File: src/rtl/fbc_pkg.sv
// shared constants and controller/datapath interface types
package fbc_pkg;

	localparam int FBC_MEMORY_BYTES = 65536;
	localparam int FBC_SECTOR_BYTES = 4096;
	localparam int FBC_SECT_W       = $clog2(FBC_SECTOR_BYTES);

	localparam logic [15:0] ADDR_CMD1 = 16'h5555;
	localparam logic [15:0] ADDR_CMD2 = 16'h2AAA;

	localparam logic [7:0] CMD_UNLOCK1   = 8'hAA;
	localparam logic [7:0] CMD_UNLOCK2   = 8'h55;
	localparam logic [7:0] CMD_ID_ENTER  = 8'h90;
	localparam logic [7:0] CMD_ID_EXIT   = 8'hF0;
	localparam logic [7:0] CMD_ERASE     = 8'h80;
	localparam logic [7:0] CMD_CHIP_ERS  = 8'h10;
	localparam logic [7:0] CMD_SECT_ERS  = 8'h30;
	localparam logic [7:0] CMD_PROGRAM   = 8'hA0;
	localparam logic [7:0] CMD_BANK      = 8'hB0;

	localparam logic [7:0] ID_MFR_64K  = 8'h32;
	localparam logic [7:0] ID_DEV_64K  = 8'h1B;
	localparam logic [7:0] ID_MFR_128K = 8'h62;
	localparam logic [7:0] ID_DEV_128K = 8'h13;

	localparam logic [7:0] ERASED_BYTE = 8'hFF;

	// controller to datapath
	typedef struct packed {
		logic capture;     // latch the incoming request, read the store
		logic prog_we;     // program the latched byte
		logic sweep_load;  // start an erase sweep
		logic sweep_full;  // whole store instead of one sector
		logic sweep_step;  // write one erased byte, advance
		logic id_mode;     // chip-id mode active
		logic size_sel;    // 128K part identity
	} fbc_cmd_t;

	// datapath to controller
	typedef struct packed {
		logic       is_write;
		logic       addr_cmd1;
		logic       addr_cmd2;
		logic       addr_zero;
		logic [7:0] data;
		logic       sweep_last;
	} fbc_status_t;

endpackage

File: src/rtl/fbc_controller.sv
// sequencer and flash command mode state machine
module fbc_controller
	import fbc_pkg::*;
(
	input  logic        clk,
	input  logic        arst_n,
	input  logic        start,
	input  logic        cfg_valid,
	input  logic        cfg_data,
	input  fbc_status_t status,
	output fbc_cmd_t    cmd,
	output logic        busy,
	output logic        read_valid
);

	typedef enum logic [1:0] {
		ST_CLEAR,
		ST_IDLE,
		ST_EXEC,
		ST_SWEEP
	} state_t;

	typedef enum logic [2:0] {
		M_READY,
		M_UNLOCK1,
		M_UNLOCK2,
		M_CHIPID,
		M_ERASEPREP,
		M_WRITEPREP,
		M_BANK
	} mode_t;

	state_t state_q, state_d;
	mode_t  mode_q, mode_d;
	logic   size_sel_q;

	always_comb begin
		state_d        = state_q;
		mode_d         = mode_q;
		cmd            = '0;
		cmd.id_mode    = (mode_q == M_CHIPID);
		cmd.size_sel   = size_sel_q;
		case (state_q)
			ST_CLEAR: begin
				cmd.sweep_step = 1'b1;
				if (status.sweep_last) begin
					state_d = ST_IDLE;
				end
			end
			ST_IDLE: begin
				cmd.capture = start;
				if (start) begin
					state_d = ST_EXEC;
				end
			end
			ST_EXEC: begin
				state_d = ST_IDLE;
				if (status.is_write) begin
					if (mode_q == M_WRITEPREP) begin
						cmd.prog_we = 1'b1;
						mode_d      = M_READY;
					end else if (mode_q == M_ERASEPREP && status.data == CMD_SECT_ERS) begin
						cmd.sweep_load = 1'b1;
						mode_d         = M_READY;
						state_d        = ST_SWEEP;
					end else if (mode_q == M_BANK && status.addr_zero) begin
						mode_d = M_READY;
					end else if (status.addr_cmd1) begin
						case (status.data)
							CMD_UNLOCK1: begin
								if (mode_q == M_READY) mode_d = M_UNLOCK1;
							end
							CMD_ID_ENTER: begin
								if (mode_q == M_UNLOCK2) mode_d = M_CHIPID;
							end
							CMD_ID_EXIT: begin
								if (mode_q == M_CHIPID) mode_d = M_READY;
							end
							CMD_ERASE: begin
								if (mode_q == M_UNLOCK2) mode_d = M_ERASEPREP;
							end
							CMD_CHIP_ERS: begin
								if (mode_q == M_ERASEPREP) begin
									cmd.sweep_load = 1'b1;
									cmd.sweep_full = 1'b1;
									mode_d         = M_READY;
									state_d        = ST_SWEEP;
								end
							end
							CMD_PROGRAM: begin
								if (mode_q == M_UNLOCK2) mode_d = M_WRITEPREP;
							end
							CMD_BANK: begin
								if (size_sel_q && mode_q == M_UNLOCK2) mode_d = M_BANK;
							end
							default: begin
								mode_d = M_READY;
							end
						endcase
					end else if (status.addr_cmd2) begin
						if (status.data == CMD_UNLOCK2 && mode_q == M_UNLOCK1) begin
							mode_d = M_UNLOCK2;
						end
					end
				end
			end
			ST_SWEEP: begin
				cmd.sweep_step = 1'b1;
				if (status.sweep_last) begin
					state_d = ST_IDLE;
				end
			end
			default: begin
				state_d = ST_IDLE;
			end
		endcase
	end

	always_ff @(posedge clk or negedge arst_n) begin
		if (!arst_n) begin
			state_q    <= ST_CLEAR;
			mode_q     <= M_READY;
			size_sel_q <= 1'b0;
		end else begin
			state_q <= state_d;
			mode_q  <= mode_d;
			if (cfg_valid) begin
				size_sel_q <= cfg_data;
			end
		end
	end

	assign busy       = (state_q != ST_IDLE);
	assign read_valid = (state_q == ST_EXEC) && !status.is_write;

endmodule

File: config.mk
export PLATFORM = sky130hd
export DESIGN_NAME = fbc_controller
export DESIGN_NICKNAME = d
export VERILOG_FILES = /design/src/rtl/fbc_pkg.sv /design/src/rtl/fbc_controller.sv
export SDC_FILE = /design/constraint.sdc
export NUM_CORES = 1
export LEC_CHECK = 0
export BUFFER_PORTS_ARGS = -buffer_cell sky130_fd_sc_hd__clkbuf_2
export CAP_MARGIN = 20
export CORE_MARGIN = 3
export CORE_UTILIZATION = 50
export CTS_CLUSTER_DIAMETER = 60
export DETAILED_ROUTE_END_ITERATION = 10
export MAX_ROUTING_LAYER = met4
export PLACE_DENSITY_LB_ADDON = 0.15
export REMOVE_ABC_BUFFERS = 1
export SLEW_MARGIN = 30
export SYNTH_ARGS = -nofsm -noshare
export SYNTH_HDL_FRONTEND = slang
export SYNTH_SLANG_ARGS = --single-unit
File: constraint.sdc
create_clock -name clk -period 5.25 [get_ports clk]
set_input_delay 0.525 -clock clk [delete_from_list [all_inputs] [get_ports clk]]
set_output_delay 0.525 -clock clk [all_outputs]
set_load 0.01 [all_outputs]
==> qor.csv, run 1 <==
metric,value,unit
Ant. Diodes,0,
CTS Buf Count,3,
status,"complete, no violations",
area grow syn2layout,22.2,%
CP endpoint kind,output pin,
"most common cell after layout, fill and taps aside",clkbuf_2,
Routed Antenna Nets,0,
Relative slew margins,67.2,%
Synth Flop Type,dfrtp_1,
Hold WC Path Type,primary input to asynchronous set/reset pin,
Final period util,50.0,%
Power Dens Cells,364,nW/um^2
clock root buffer,clkbuf_4,
CTS Hold Bufs,0,
"Req. time, crit path",4720,ps
Initial DRT Pass Iterations,4,
CP max FO,4,
vias,748,
WL per Instance,13.1,um
number of global-route vias before repair,668,
CTS Sinks,6,
synthesized instance count,81,
largest net degree at the start of global routing,12,
setup TNS,0,ps
Placed Cells,117,
count of different cell masters after synthesis,37,
Overall Global Routing Usage,20.3,%
peak supply drop,242,uV
most frequent cells in the layout,"26 x clkbuf_2, 11 x nand2_1, 6 x dfrtp_1",
final clock skew,2.17,ps
first-pass GRT wire length,2700,um
"EDFF count, synth",0,
chip height,42.3,um
Pleak,0.366,nW
YS warnings,0,
CP Cell Sequence,clkbuf_2 -> or4_4 -> or4_4 -> nor4_1 -> clkbuf_2,
Port Buffers,26,
core area,1170,um^2
"flops & latches, synth",6,
PostCTS Resize Cnt,0,
"Reg clk slew, reported paths",40,ps
Setup Buffers After CTS,0,
Site Rows,12,
Avg Inst Size Synth,8.14,um^2
grt ovf,0,
Netlist Area Pre-Place,659,um^2
vias per cell,6.23,
"Slew Viols, Final",0,
clock latency on the worst-skew pair,250,ps
Die Wd,42.3,um
initial core utilization,56.3,%
antenna violations before repair,0,
CP top delay family,simple AND/OR/NAND/NOR gates,
minimum clock period,2630,ps
max_cap viols,0,
Critical Path Source Type,primary input,
deepest level of the CTS H-tree,1,
WP data arrival,2100,ps
total I/O pin count,27,
unrepaired setup endpoints after global routing,no,
initial drt markers,35,
fin nets,128,
final WL,1570,um
CP max stage cell,or4_4,
Worst Path Buf+Inv,2,
max incr delay on CP,550,ps
Setup Viol. Count Final,0,
Synth async-reset ratio,100,%
CTS Buffer Depth,2,
register area share after synthesis,22.8,%
layout cells sized above 1,34.9,%
Die ar.,1790,um^2
Remaining DRCs,0,
Max Freq,381,MHz
Post-DP HPWL,1290,um
Final Wtd Congestion,0.875,
critical path type,primary input to output pin,
Non-Filler Instances,120,
Slew @ Worst Pin,491,ps
CTS tree,done,
Final Hold Viols,0,
## where the power goes
part           internal [mW]  switching (mW)
clock network         0.0258          0.0159
logic                 0.0737          0.0809
registers             0.0643          0.0324
## stage by stage
step                      total power, mW  hold slack, ps  utilization (%)  worst slack (ps)  area [um^2]
final                               0.293            93.8             68.8              2620          806
after global routing                0.321             101             68.8              2550          806
after CTS                           0.295            89.9             68.8              2610          806
after detailed placement            0.252             355             66.9              2610          783
after global placement              0.249             355             66.9              2660          783
after floorplan                     0.198             229                -              2760          636
## logic make-up (layout without fill, tap and decap cells)
logic type / count (synthesis) / count (layout) / synth area share [%]
AOI/OAI and AO/OA: 15 / 15 / 17.8
xor gates and xnor gates: 1 / 1 / 1.33
adders and majority gates: 2 / 2 / 3.79
buffers and inverters: 7 / 32 / 5.31
DFF: 6 / 6 / 22.8
muxes: 2 / 2 / 3.23
and+or+nand+nor: 48 / 48 / 45.7
## path summary, 6_finish.rpt
path                             from    endpoint  slack, ps  cells past startpoint
setup / recovery            status[2]      cmd[3]       2620                      5
hold / removal                 arst_n  state_q[0]         90                      1
setup reg to reg            mode_q[0]   mode_q[1]       3250                      5
hold reg to reg            size_sel_q  size_sel_q        570                      1
max in group asynchronous      arst_n   mode_q[0]       5010                      1
min in group clk             cfg_data  size_sel_q        520                      2
## Yosys cell counts, drive strengths merged, types with 3 or more instances
library cell	instances	share of area [%]
inv	3	1.7
o211ai	4	4.6
o21ai	3	2.3
nor2	5	2.8
nor4	3	5.1
nand3	5	3.8
nor2b	4	3.8
dfrtp	6	23
buf	3	3.0
nand2	11	6.3
## layer usage
layer  track usage (%)  vias to the layer above  wire (um)
met5                 -                        -          0
met1              22.0                      342        653
met4              10.6                        0         42
met2              33.1                       39        739
li1                  -                      360          -
met3              6.01                        7        138
## sequential cells by signal, indices dropped and copies added (netlist names)
| register | count |
|---|---|
| size_sel_q | 1 |
| mode_q | 3 |
| state_q | 2 |
## layout make-up
cell class / instances / area (um^2)
Sequential cell: 6 / 150
Fill cell: 107 / 365
Clock buffer: 3 / 22.5
Timing Repair Buffer: 26 / 130
Tap cell: 14 / 17.5
Inverter: 3 / 11.3
Multi-Input combinational cell: 68 / 474
(Power assumes the default switching activity.)
==> run 2: changes to the inputs <==
--- a/config.mk
+++ b/config.mk
@@ -5,10 +5,12 @@
 export SDC_FILE = /design/constraint.sdc
 export NUM_CORES = 1
 export LEC_CHECK = 0
+export ABC_AREA = 1
 export BUFFER_PORTS_ARGS = -buffer_cell sky130_fd_sc_hd__clkbuf_2
 export CAP_MARGIN = 20
+export CORE_ASPECT_RATIO = 0.9
 export CORE_MARGIN = 3
-export CORE_UTILIZATION = 50
+export CORE_UTILIZATION = 44
 export CTS_CLUSTER_DIAMETER = 60
 export DETAILED_ROUTE_END_ITERATION = 10
 export MAX_ROUTING_LAYER = met4
==> constraint.sdc (replaced) <==
create_clock -name clk -period 2.11 [get_ports clk]
set_input_delay 0.211 -clock clk [delete_from_list [all_inputs] [get_ports clk]]
set_output_delay 0.211 -clock clk [all_outputs]
set_load 0.01 [all_outputs]
==> run 2 against run 1 <==
Sequential power is 87% higher; total power grew 110%; routed wire length increased by 5.3%; combinational power up 110%; cell area grew 18%; final cell count is 52% higher; worst setup slack got worse by 2200 ps; via count up 14%.
==> qor.csv, run 2 <==
metric,value,unit,change
Register Area,150,um^2,unchanged
"area leader, netlist",dfrtp_1,,
CP endpoint kind,output pin,,
WP data arrival,1490,ps,-610 ps
Port Buffers,26,,unchanged
post-route setup slack,411,ps,-2210 ps
Post-DP HPWL,1460,um,+14%
Total Power,611,uW,+110%
chip height,45.6,um,+7.8%
PostCTS Resize Cnt,0,,unchanged
"EDFF count, synth",0,,unchanged
most flop-heavy register,mode_q,,
peak supply drop,599,uV,+150%
Setup Viol. Count Final,0,,unchanged
top post-synthesis cells by area,"dfrtp_1 20%, nand2_1 17%, inv_1 13%",,
synthesized instance count,131,,+62%
max_cap viols,0,,unchanged
"Req. time, crit path",1900,ps,-2820 ps
initial drt markers,17,,-51%
Avg Inst Size Synth,5.85,um^2,-28%
max reg flops,3,,unchanged
Slew @ Worst Pin,292,ps,-199 ps
Die Wd,50.0,um,+18%
share of the synthesized area in the top cell type,19.6,%,-3.2 points
clock latency on the worst-skew pair,240,ps,about the same
Non-Filler Instances,182,,+52%
Worst Hold End,size_sel_q,,
Logic pwr share,53.8,%,+1.0 points
Hold Path Depth,2,,
Remaining DRCs,0,,unchanged
deepest level of the CTS H-tree,1,,unchanged
max incr delay on CP,420,ps,-130 ps
most frequent CP cell,inv_1,,
Die ar.,2280,um^2,+27%
Sw Pwr,265,uW,+100%
Int Pwr,346,uW,+110%
CTS tree,done,,
vias per cell,4.67,,-25%
setup TNS,0,ps,unchanged
worst r2r src,mode_q[1],,
Netlist Area Pre-Place,767,um^2,+16%
filler instances,157,,+47%
CP max FO,5,,+1
Placed Cells,178,,+52%
CP top delay family,flip-flops,,
number of global-route vias before repair,668,,unchanged
"Reg clk slew, reported paths",40,ps,about the same
part of the power in registers,29.6,%,-3.4 points
"most common cell after layout, fill and taps aside",nand2_1,,
most frequent cells in the layout,"34 x nand2_1, 27 x inv_1, 26 x clkbuf_2",,
Final Wtd Congestion,0.880,,+0.62%
Sw Ratio,43.3,%,-0.76 points
CP max stage cell,dfrtp_1,,
"Slew Viols, Final",0,,unchanged
vias,850,,+14%
YS warnings,0,,unchanged
Final period util,80.5,%,
count of different cell masters after synthesis,21,,-43%
area grow syn2layout,23.8,%,
synth cell count leaders,"34 x nand2_1, 27 x inv_1, 16 x nor2_1, 15 x nand3_1, 6 x dfrtp_1",,
Setup Buffers After CTS,0,,unchanged
Initial DRT Pass Iterations,4,,unchanged
Synth async-reset ratio,100,%,unchanged
grt ovf,0,,unchanged
register area share after synthesis,19.6,%,-3.2 points
worst r2r path cells,10,,+5
antenna violations before repair,0,,unchanged
multi-input logic area,490,um^2,+3.4%
final WL,1660,um,+5.3%
critical path type,flop to output pin,,
Synth Flop Type,dfrtp_1,,
Pleak,0.574,nW,+57%
core area,1550,um^2,+32%
CTS Buffer Depth,2,,unchanged
R2R Setup Slk,680,ps,-2570 ps
Overall Global Routing Usage,15.9,%,-4.4 points
CTS Sinks,6,,unchanged
Reg2Reg Capture Point,mode_q[0],,
status,"complete, no violations",,
"count leader, synth",nand2_1,,
Place WS,655,ps,-1960 ps
largest net degree at the start of global routing,7,,-5
minimum clock period,1700,ps,
unrepaired setup endpoints after global routing,no,,
total I/O pin count,27,,unchanged
Clk pwr share,16.6,%,+2.4 points
Worst Path Buf+Inv,4,,+2
Relative slew margins,80.6,%,+13 points
CTS Buf Count,3,,unchanged
Final Hold Viols,0,,unchanged
Routed Antenna Nets,0,,unchanged
Max Freq,589,MHz,
Ant. Diodes,0,,unchanged
hold slack final,179,ps,+84.8 ps
"flops & latches, synth",6,,unchanged
final clock skew,0.0998,ps,-2.07 ps
fin nets,182,,+42%
WL per Instance,9.11,um,-31%
Hold WC Path Type,primary input to flop,,
layout cells sized above 1,30.6,%,-4.3 points
Site Rows,13,,+1
clock root buffer,clkbuf_4,,
biggest regs,"mode_q (3), state_q (2), size_sel_q (1)",,
CP Cell Sequence,inv_2 -> nand3_2 -> inv_1 -> nand4_1 -> nand2_1 -> nand3_1 -> inv_1 -> clkbuf_2,,
start point of the worst hold path,cfg_valid,,
first-pass GRT wire length,2710,um,+0.52%
Critical Path Source Type,flop,,
Power Dens Cells,643,nW/um^2,+77%
initial core utilization,49.6,%,-6.7 points
## run 2: kinds of logic (layout without fill, tap and decap cells)
family          Yosys count  in the layout  synth area share (%)
flops                     6              6                  19.6
fa+ha+maj                 2              2                  3.26
compound gates           10             10                  8.16
simple gates             81             81                  52.5
buf+inv                  32             61                  16.5
## run 2: how the worst max path moves through the flow
stage | cells after the start | slack [ps] | endpoint | start
2_1_floorplan | 6 | 740 | cmd[3] | state_q[0]
4_1_cts | 8 | 390 | cmd[4] | mode_q[1]
3_3_place_gp | 7 | 700 | cmd[3] | state_q[0]
5_1_grt | 7 | 270 | cmd[3] | state_q[0]
6_report | 8 | 410 | cmd[4] | mode_q[1]
3_5_place_dp | 8 | 650 | cmd[4] | mode_q[1]
## run 2: power groups by stage
stage	combinational, mW	sequential, mW	clock [mW]
finish	0.329	0.181	0.101
global route	0.376	0.185	0.114
CTS	0.333	0.180	0.106
detailed placement	0.330	0.182	0
global placement	0.327	0.178	0
floorplan	0.237	0.175	0
## run 2: area by class of cell
| type | count | share of cell area [%] |
|---|---|---|
| sequential | 6 | 15.8 |
| tap | 22 | 2.90 |
| multi-input combinational | 93 | 51.6 |
| inverter | 31 | 12.5 |
| timing repair buffer | 27 | 14.8 |
| clock buffer | 3 | 2.37 |
## run 2: repair_timing
action | in CTS | in global routing
hold endpoints to repair | 6 | 0
hold buffers | 1 | 0
endpoints found under the setup margin | 0 | 0
## run 2: per-layer routing
metal | up-vias | part of all wire, % | track usage [%]
li1 | 463 | - | -
met1 | 365 | 49 | 22.4
met2 | 22 | 44 | 22.9
met3 | 0 | 6.3 | 3.93
met4 | 0 | 0 | 3.31
met5 | - | 0 | -
## run 2: stage by stage
| step | cell area, um^2 | util [%] |
|---|---|---|
| final | 950 | 61.5 |
| after global routing | 950 | 61.5 |
| after CTS | 950 | 61.5 |
| after detailed placement | 917 | 59.4 |
| after global placement | 917 | 59.4 |
| after floorplan | 759 | - |
